$ cat src/rtl/core/wsht_pkg.sv
// Package for the window stack hit test block: operation and status codes,
// coordinate widths, the queued command type and default sizes. No dependencies.
`default_nettype none

package wsht_pkg;

    localparam int MAX_WINDOWS = 16;
    localparam int QUEUE_DEPTH = 2;

    localparam int X_W      = 12;
    localparam int Y_W      = 11;
    localparam int STATUS_W = 2;
    localparam int NUMBER_W = 5;

    localparam logic OP_LOAD  = 1'b0;
    localparam logic OP_CLICK = 1'b1;

    localparam logic [STATUS_W-1:0] STATUS_LOADED  = 2'd0;
    localparam logic [STATUS_W-1:0] STATUS_FULL    = 2'd1;
    localparam logic [STATUS_W-1:0] STATUS_HIT     = 2'd2;
    localparam logic [STATUS_W-1:0] STATUS_IGNORED = 2'd3;

    // Classified command handed from the front to the back
    typedef struct packed {
        logic           is_click;
        logic [X_W-1:0] x;
        logic [Y_W-1:0] y;
        logic [X_W-1:0] rx;
        logic [Y_W-1:0] by;
    } cmd_t;

    // Handshake of the command queue, seen from one side
    typedef struct packed {
        logic valid;
        logic ready;
    } hs_t;

endpackage

`default_nettype wire

$ cat src/rtl/core/wsht_intf.sv
// Channel interfaces of the window stack hit test block: the input item
// channel and the result channel. Depends on wsht_pkg.
`default_nettype none


interface wsht_out_if;
    logic                          valid;
    logic                          ready;
    logic [wsht_pkg::STATUS_W-1:0] status;
    logic [wsht_pkg::NUMBER_W-1:0] window_number;

    modport source (output valid, output status, output window_number, input ready);
    modport sink   (input valid, input status, input window_number, output ready);
endinterface

`default_nettype wire

$ cat src/rtl/core/wsht_back.sv
// Back end: holds the window stack in flip-flops, compares a click against
// all entries at once, reorders the stack and drives the result register.
// Depends on wsht_pkg, wsht_intf.
`default_nettype none

module wsht_back #(
    parameter int MAX_WINDOWS = wsht_pkg::MAX_WINDOWS
) (
    input  wire logic           clk,
    input  wire logic           rst_n,
    input  wire logic           pop_valid,
    output logic                pop_ready,
    input  wsht_pkg::cmd_t      pop_data,
    wsht_out_if.source          results
);

    localparam int NUM_W = $clog2(MAX_WINDOWS + 1);
    localparam int X_W   = wsht_pkg::X_W;
    localparam int Y_W   = wsht_pkg::Y_W;

    localparam logic S_IDLE = 1'b0;
    localparam logic S_EVAL = 1'b1;

    logic [X_W-1:0]   lx_reg  [MAX_WINDOWS];
    logic [Y_W-1:0]   ty_reg  [MAX_WINDOWS];
    logic [X_W-1:0]   rx_reg  [MAX_WINDOWS];
    logic [Y_W-1:0]   by_reg  [MAX_WINDOWS];
    logic [NUM_W-1:0] num_reg [MAX_WINDOWS];

    logic [X_W-1:0]   lx_next  [MAX_WINDOWS];
    logic [Y_W-1:0]   ty_next  [MAX_WINDOWS];
    logic [X_W-1:0]   rx_next  [MAX_WINDOWS];
    logic [Y_W-1:0]   by_next  [MAX_WINDOWS];
    logic [NUM_W-1:0] num_next [MAX_WINDOWS];

    logic                   state_reg, state_next;
    logic [NUM_W-1:0]       count_reg, count_next;
    wsht_pkg::cmd_t         cmd_reg;
    logic [MAX_WINDOWS-1:0] match_reg, match_next;
    logic                   do_pop;
    logic                   stack_we;

    logic                          out_valid_reg, out_valid_next;
    logic [wsht_pkg::STATUS_W-1:0] out_status_reg, out_status_next;
    logic [wsht_pkg::NUMBER_W-1:0] out_number_reg, out_number_next;

    // Selected window on a hit, gathered through the one-hot first match
    logic [MAX_WINDOWS-1:0] first;
    logic [MAX_WINDOWS-1:0] shift;
    logic                   any_hit;
    logic [X_W-1:0]         hit_lx;
    logic [Y_W-1:0]         hit_ty;
    logic [X_W-1:0]         hit_rx;
    logic [Y_W-1:0]         hit_by;
    logic [NUM_W-1:0]       hit_num;
    logic                   stack_full;
    logic [NUM_W-1:0]       new_num;
    logic [31:0]            report_num;

    // Result slot is free by the time the command reaches the eval cycle
    assign pop_ready = (state_reg == S_IDLE) && (!out_valid_reg || results.ready);
    assign do_pop    = pop_valid && pop_ready;

    always_comb
    begin
        for (int k = 0; k < MAX_WINDOWS; k++)
        begin
            match_next[k] = (NUM_W'(k) < count_reg)
                          && (lx_reg[k] <= pop_data.x) && (ty_reg[k] <= pop_data.y)
                          && (rx_reg[k] >= pop_data.x) && (by_reg[k] >= pop_data.y);
        end
    end

    always_comb
    begin
        logic seen;
        seen    = 1'b0;
        hit_lx  = '0;
        hit_ty  = '0;
        hit_rx  = '0;
        hit_by  = '0;
        hit_num = '0;
        for (int k = 0; k < MAX_WINDOWS; k++)
        begin
            shift[k] = seen;
            first[k] = match_reg[k] && !seen;
            seen     = seen || match_reg[k];
            if (first[k])
            begin
                hit_lx  = hit_lx  | lx_reg[k];
                hit_ty  = hit_ty  | ty_reg[k];
                hit_rx  = hit_rx  | rx_reg[k];
                hit_by  = hit_by  | by_reg[k];
                hit_num = hit_num | num_reg[k];
            end
        end
        any_hit = seen;
    end

    assign stack_full = count_reg >= NUM_W'(MAX_WINDOWS);
    assign new_num    = count_reg + 1'b1;

    always_comb
    begin
        state_next      = state_reg;
        count_next      = count_reg;
        stack_we        = 1'b0;
        out_valid_next  = out_valid_reg;
        out_status_next = out_status_reg;
        report_num      = '0;
        for (int k = 0; k < MAX_WINDOWS; k++)
        begin
            lx_next[k]  = lx_reg[k];
            ty_next[k]  = ty_reg[k];
            rx_next[k]  = rx_reg[k];
            by_next[k]  = by_reg[k];
            num_next[k] = num_reg[k];
        end

        if (out_valid_reg && results.ready)
            out_valid_next = 1'b0;

        unique case (state_reg)
            S_IDLE:
            begin
                if (do_pop)
                    state_next = S_EVAL;
            end
            S_EVAL:
            begin
                state_next     = S_IDLE;
                out_valid_next = 1'b1;
                if (!cmd_reg.is_click)
                begin
                    if (stack_full)
                    begin
                        out_status_next = wsht_pkg::STATUS_FULL;
                    end
                    else
                    begin
                        stack_we        = 1'b1;
                        count_next      = new_num;
                        out_status_next = wsht_pkg::STATUS_LOADED;
                        report_num      = 32'(new_num);
                        lx_next[0]      = cmd_reg.x;
                        ty_next[0]      = cmd_reg.y;
                        rx_next[0]      = cmd_reg.rx;
                        by_next[0]      = cmd_reg.by;
                        num_next[0]     = new_num;
                        for (int k = 1; k < MAX_WINDOWS; k++)
                        begin
                            lx_next[k]  = lx_reg[k-1];
                            ty_next[k]  = ty_reg[k-1];
                            rx_next[k]  = rx_reg[k-1];
                            by_next[k]  = by_reg[k-1];
                            num_next[k] = num_reg[k-1];
                        end
                    end
                end
                else if (any_hit)
                begin
                    stack_we        = 1'b1;
                    out_status_next = wsht_pkg::STATUS_HIT;
                    report_num      = 32'(hit_num);
                    lx_next[0]      = hit_lx;
                    ty_next[0]      = hit_ty;
                    rx_next[0]      = hit_rx;
                    by_next[0]      = hit_by;
                    num_next[0]     = hit_num;
                    // entries above the hit slide down one place
                    for (int k = 1; k < MAX_WINDOWS; k++)
                    begin
                        if (!shift[k])
                        begin
                            lx_next[k]  = lx_reg[k-1];
                            ty_next[k]  = ty_reg[k-1];
                            rx_next[k]  = rx_reg[k-1];
                            by_next[k]  = by_reg[k-1];
                            num_next[k] = num_reg[k-1];
                        end
                    end
                end
                else
                begin
                    out_status_next = wsht_pkg::STATUS_IGNORED;
                end
            end
            default:
            begin
                state_next = S_IDLE;
            end
        endcase
        out_number_next = (state_reg == S_EVAL) ? report_num[wsht_pkg::NUMBER_W-1:0]
                                                : out_number_reg;
    end

    always_ff @(posedge clk or negedge rst_n)
    begin
        if (!rst_n)
        begin
            state_reg     <= S_IDLE;
            count_reg     <= '0;
            out_valid_reg <= 1'b0;
        end
        else
        begin
            state_reg     <= state_next;
            count_reg     <= count_next;
            out_valid_reg <= out_valid_next;
        end
    end

    always_ff @(posedge clk)
    begin
        if (do_pop)
        begin
            cmd_reg   <= pop_data;
            match_reg <= match_next;
        end
        out_status_reg <= out_status_next;
        out_number_reg <= out_number_next;
        if (stack_we)
        begin
            for (int k = 0; k < MAX_WINDOWS; k++)
            begin
                lx_reg[k]  <= lx_next[k];
                ty_reg[k]  <= ty_next[k];
                rx_reg[k]  <= rx_next[k];
                by_reg[k]  <= by_next[k];
                num_reg[k] <= num_next[k];
            end
        end
    end

    assign results.valid         = out_valid_reg;
    assign results.status        = out_status_reg;
    assign results.window_number = out_number_reg;

endmodule

`default_nettype wire

$ cat src/flat_wrapper.sv
// flat-port wrapper written by rule: the top's interface ports become plain ports
module wsht_back_flat 
#(
    parameter int MAX_WINDOWS = wsht_pkg::MAX_WINDOWS
)
  (clk, rst_n, pop_valid, pop_ready, pop_data, results_valid, results_status, results_window_number, results_ready);
  wsht_out_if results_i ();
  input  wire logic clk;
  input  wire logic rst_n;
  input  wire logic pop_valid;
  output logic pop_ready;
  input  wsht_pkg::cmd_t pop_data;
  output wire logic [$bits(results_i.valid)-1:0] results_valid;
  output wire logic [$bits(results_i.status)-1:0] results_status;
  output wire logic [$bits(results_i.window_number)-1:0] results_window_number;
  input wire logic [$bits(results_i.ready)-1:0] results_ready;
  assign results_valid = results_i.valid;
  assign results_status = results_i.status;
  assign results_window_number = results_i.window_number;
  assign results_i.ready = results_ready;
  wsht_back #(.MAX_WINDOWS(MAX_WINDOWS)) u_core (.clk(clk), .rst_n(rst_n), .pop_valid(pop_valid), .pop_ready(pop_ready), .pop_data(pop_data), .results(results_i));
endmodule
$ cat config.mk
export PLATFORM = sky130hd
export DESIGN_NAME = wsht_back_flat
export DESIGN_NICKNAME = d
export VERILOG_FILES = /design/src/rtl/core/wsht_pkg.sv /design/src/rtl/core/wsht_intf.sv /design/src/rtl/core/wsht_back.sv /design/src/flat_wrapper.sv
export SDC_FILE = /design/constraint.sdc
export NUM_CORES = 2
export LEC_CHECK = 0
export ABC_AREA = 1
export BUFFER_PORTS_ARGS = -buffer_cell sky130_fd_sc_hd__buf_2
export CAP_MARGIN = 20
export CORE_MARGIN = 8
export CORE_UTILIZATION = 50
export CTS_CLUSTER_SIZE = 25
export DETAILED_ROUTE_END_ITERATION = 10
export GPL_TIMING_DRIVEN = 0
export PLACE_DENSITY_LB_ADDON = 0.08
export SLEW_MARGIN = 20
export SYNTH_ARGS = -nofsm -noshare
export SYNTH_HDL_FRONTEND = slang
export SYNTH_SLANG_ARGS = --single-unit
export TNS_END_PERCENT = 10
$ cat constraint.sdc
create_clock -name clk -period 7 [get_ports clk]
set_clock_uncertainty 0.15 [all_clocks]
set_input_delay 1.05 -clock clk [delete_from_list [all_inputs] [get_ports clk]]
set_output_delay 1.05 -clock clk [all_outputs]
set_load 0.02 [all_outputs]
Yosys cells after proc, flatten, opt, wreduce, memory -nomap -nowiden
Memory sizes are Yosys's and may differ from the RTL's.
Cells that the tools add are included.

cells by class
  add/subtract/negate cells = 1
  muxes and demuxes = 191
  reductions and logical operators = 116
  bitwise operators = 78
  order comparisons = 81

operator list
  cell                 number
  $mux 192             8
  $mux 176             8
  $mux 12              62
  $mux 11              62
  $or 12x12->12        30
  $or 11x11->11        30
  $mux 80              4
  $ge 12x12->1         16
  $le 12x12->1         16
  $ge 11x11->1         16
  $le 11x11->1         16
  $mux 5               34
  $logic_and 1x1->1    82
  $or 5x5->5           15
  $lt 4x5->1 const A   8
  $lt 3x5->1 const A   4
  $logic_not 1->1      16
  $logic_or 1x1->1     16
  $mux 1               11
  $lt 1x5->1 const A   2
  $lt 2x5->1 const A   2
  $add 5x1->5 const B  1
  $ge 5x5->1 const B   1
  $not 1->1            3
  other kinds (4)      4

storage, ports and cells
  RAM bits = 816
  input bits = 51
  output and inout bits = 9
  register bits = 77
  logic and storage cells = 483
  memories = 5

memory list
  name            words  width  read ports  clocked after Yosys merged registers in  write ports  RTL line         source
  u_core.lx_reg   16     12     16          0                                        16           wsht_back.sv:24  logic [X_W-1:0] lx_reg [MAX_WINDOWS];
  u_core.rx_reg   16     12     16          0                                        16           wsht_back.sv:26  logic [X_W-1:0] rx_reg [MAX_WINDOWS];
  u_core.by_reg   16     11     16          0                                        16           wsht_back.sv:27  logic [Y_W-1:0] by_reg [MAX_WINDOWS];
  u_core.ty_reg   16     11     16          0                                        16           wsht_back.sv:25  logic [Y_W-1:0] ty_reg [MAX_WINDOWS];
  u_core.num_reg  16     5      16          0                                        16           wsht_back.sv:28  logic [NUM_W-1:0] num_reg [MAX_WINDOWS];

Depth between registers and ports, before layout
An unclocked memory read counts as a cell.

  word-level depth = 35
  depth in mapped cells = 16
  gate-level depth less buffers = 15

Worst setup path before layout
OpenSTA, ideal clock, no wires.

  kind = reg2reg
  start point = register u_core.match_reg[1]
  end point = memory u_core.by_reg[15][0] (netlist: u_core.by_reg[1][77]), enable pin
  arrival = 4.414 ns
  setup time = 0.477 ns
  path buffers = 2
  slack = 1.959 ns
  period minus slack after synthesis = 5.041 ns
  data required time = 6.373 ns
  cell stages (with the launch flop) = 12
  path through = edfxtp_1 buf_2 nor2_4 nand4_4 nor3_2 nand4_2 nor2_4 nand3_4 nor2_4 buf_2 nand3_1 a21oi_1

RTL lines
  item                    RTL line          source
  from (decl)             wsht_back.sv:39   logic [MAX_WINDOWS-1:0] match_reg, match_next;
  from (signal assigned)  wsht_back.sv:218  match_reg <= match_next;
  to (decl)               wsht_back.sv:27

==> key figures <==
Status
  • Status: finished, final reports clean

Yosys
  • Synth Area per Inst: 10.2 um2
  • EDFF count, synth: 886
  • Synth Register Bits: 893
  • Synth top area cells: edfxtp_1, ha_1, nand2_1, nand3_1, nor2_1
  • Synth Warn #: 0
  • Post-Syn Nets: 5834
  • Cells after Synth: 5046
  • Sequential share of the synthesized area: 52.0%
  • Asr flop ratio synth: 0.784%
  • Yosys top cell area share: 51.6%
  • Distinct cell type count after synthesis: 41
  • Main synth FF type: edfxtp_1
  • Area of the mapped netlist: 0.0515 mm2
  • Biggest area consumer among synthesized cells: edfxtp_1

Final layout
  • Filler cells: 8779
  • Multi-input gate area: 0.0226 mm2
  • Most frequent cells in the layout: edfxtp_1, nand2_1, ha_1
  • Non-Filler Instances: 6707
  • Synthesis-to-finish area growth: 13.0%
  • Layout cells sized above 1: 6.88%
  • Register area: 0.0268 mm2
  • NumNets Final: 6045
  • Final instance area: 0.0582 mm2
  • Commonest non-fill, non-tap cell in the layout: edfxtp_1
  • Fin util: 57.0%

Power and ir drop
  • Logic pwr share: 15.7%
  • Switching power: 0.00395 W
  • Pleak: 23.9 nW
  • Sw Share: 28.1%
  • Pwr Total: 0.0140 W
  • Seq pwr share: 46.3%
  • Max rail drop VDD: 0.156 mV
  • Clock power share: 37.9%
  • Pwr/cell area: 241 mW/mm2
  • Pint: 0.0101 W

Critical path
  • Reg2Reg Launch Point: u_core.match_reg[3]
  • R2R cell count: 13
  • CP Class: flop to flop
  • Crit Path Max Fanout: 27
  • CP Data Required Time: 7.26 ns
  • CP endpoint kind: flop
  • CP startpoint kind: flop
  • CP arrival: 4.77 ns
  • Critical path origin: u_core.match_reg[3]

Detailed routing
  • DR DRC count: 0
  • Via density: 5.64
  • Vias: 37800
  • Drt wl/cell: 22.1 um
  • Initial DRC Count: 3562
  • Routed Antenna Nets: 0
  • Final WL: 148 mm
  • 1st-pass router iterations: 8

CTS
  • CTS tree: yes
  • CTS clock-pin slew for the worst setup and hold paths: 0.06 ns
  • Clock Latency Late Sink: 0.69 ns
  • Hold Buf Count CTS: 0
  • CTS sink cnt: 893
  • Post-cts resize count: 0
  • CTS Buf Count: 102
  • Clock root cell: clkbuf_16
  • Htree depth: 3
  • CTS max path bufs: 3
  • Post-CTS setup buffer count: 0

STA
  • Min Hold Slack: 0.128 ns
  • Fmax: 222 MHz
  • Max_slew headroom: 24.3%
  • Tcrit/Tclk final: 64.5%
  • RSZ-0062 raised after global routing: false
  • Final Slew Violations: 0
  • Setup violators final: 0
  • Post-layout min period: 4.51 ns
  • Hold Vio Cnt, Final: 0
  • Least-Margin Pin Slew: 1.14 ns

GRT
  • Grt ovf: 0
  • First-pass GRT wire length: 219 mm
  • Largest net degree at the start of global routing: 52
  • Initial antenna violation count: 6
  • Tot GR Track Use: 25.7%
  • Number of global-route vias before repair: 36300

Job
  • Max-Cap Viols: 0

Die
  • Initial core utilization: 50.5%
  • Die height: 337 um
  • Core box area: 0.102 mm2
  • Die Footprint: 0.114 mm2
  • DIE WIDTH: 337 um
  • Ports: 60
  • Row cnt: 117

Placed design
  • Dpl cells: 6521
  • Area after DPL: 0.0549 mm2
  • Gpl congestion: 0.974
  • Port buffer count: 59
  • Detailed Place HPWL: 121 mm

Hold path
  • Min-Delay Path Class: input pin to asynchronous set/reset pin
## worst max-delay path: stages (launching register included)
cell and delay, ns:
edfxtp_1 0.36, clkbuf_1 0.28, inv_1 0.24, nand4_4 0.19, nor3_2 0.25, nand4_2 0.28, nor2_4 0.32, nand3_4 0.17
nor2_4 0.20, nand4_1 0.33, nand3_2 0.53, buf_4 0.45, nor2_4 0.23, buf_12 0.23
## through the flow
| stage | setup TNS (ns) | worst slack, ns |
|---|---|---|
| floorplan | 0 | 1.96 |
| global placement | -36.19 | -0.582 |
| detailed placement | 0 | 2.60 |
| CTS | 0 | 2.58 |
| global route | 0 | 2.32 |
| finish | 0 | 2.49 |
## kinds of logic (layout without fill, tap and decap cells)
family                     after synthesis  after routing  synth area share (%)
DFF                                    893            893                  52.0
AOI/OAI and AO/OA                      601            601                  6.63
xor gates and xnor gates                 1              1                0.0170
buffers and inverters                  595            884                  4.38
adders and majority gates              737            737                  17.9
and+or+nand+nor                       2219           2219                  19.1
other                                    0              4                     0
## synthesized netlist by cell type, types with 4 or more instances
| master | number |
|---|---|
| inv_2 | 4 |
| inv_1 | 449 |
| o21a_1 | 30 |
| edfxtp_1 | 886 |
| dfrtp_1 | 7 |
| buf_2 | 17 |
| ha_1 | 737 |
| buf_1 | 5 |
| clkbuf_1 | 119 |
| o31ai_1 | 4 |
| a21boi_0 | 21 |
| nor2_4 | 4 |
| a21o_1 | 6 |
| nand3b_1 | 7 |
| nand3_1 | 477 |
| or2_2 | 46 |
| nand4_1 | 226 |
| o41ai_1 | 10 |
| nand2_1 | 843 |
| o211ai_1 | 19 |
| a211oi_1 | 21 |
| nor3_1 | 24 |
| a21oi_1 | 338 |
| o2111ai_1 | 27 |
| o21ai_0 | 118 |
| nor4_1 | 19 |
| nor2_1 | 563 |
## power by group through the flow
stage               Clock, W  Combinational (W)  Sequential (W)
floorplan                  0            0.00124         0.00656
global placement           0            0.00199         0.00664
detailed placement         0            0.00217         0.00661
CTS                  0.00540            0.00218         0.00650
global route         0.00561            0.00244         0.00654
finish               0.00532            0.00221         0.00651
## area by class of cell
type	count	area share, %
clock inverters	51	0.856
inverters	453	2.93
flip-flops and latches	893	46.0
repair buffers	107	2.65
plain buffers	142	0.963
diodes	4	0.0172
multi-input cells	3558	38.9
well taps	1368	2.94
clock buffers	131	4.75
## path summary, 6_finish.rpt
path                                        end  slack (ns)
setup reg to reg           u_core.rx_reg[0][39]        2.49
setup / recovery           u_core.rx_reg[0][39]        2.49
min in group clk            u_core.rx_reg[1][0]        0.28
max in group asynchronous  u_core.results.valid        6.29
hold reg to reg             u_core.rx_reg[1][0]        0.28
hold / removal              u_core.count_reg[4]        0.13
## per-layer routing
layer | up-vias | part of all wire, % | GRT usage, %
li1 | 18600 | - | -
met1 | 17700 | 47 | 37.4
met2 | 1226 | 42 | 38.7
met3 | 262 | 6.2 | 3.17
met4 | 0 | 4.8 | 11.3
met5 | - | 0 | 0
No activity file was read; power rests on OpenSTA's default activity.
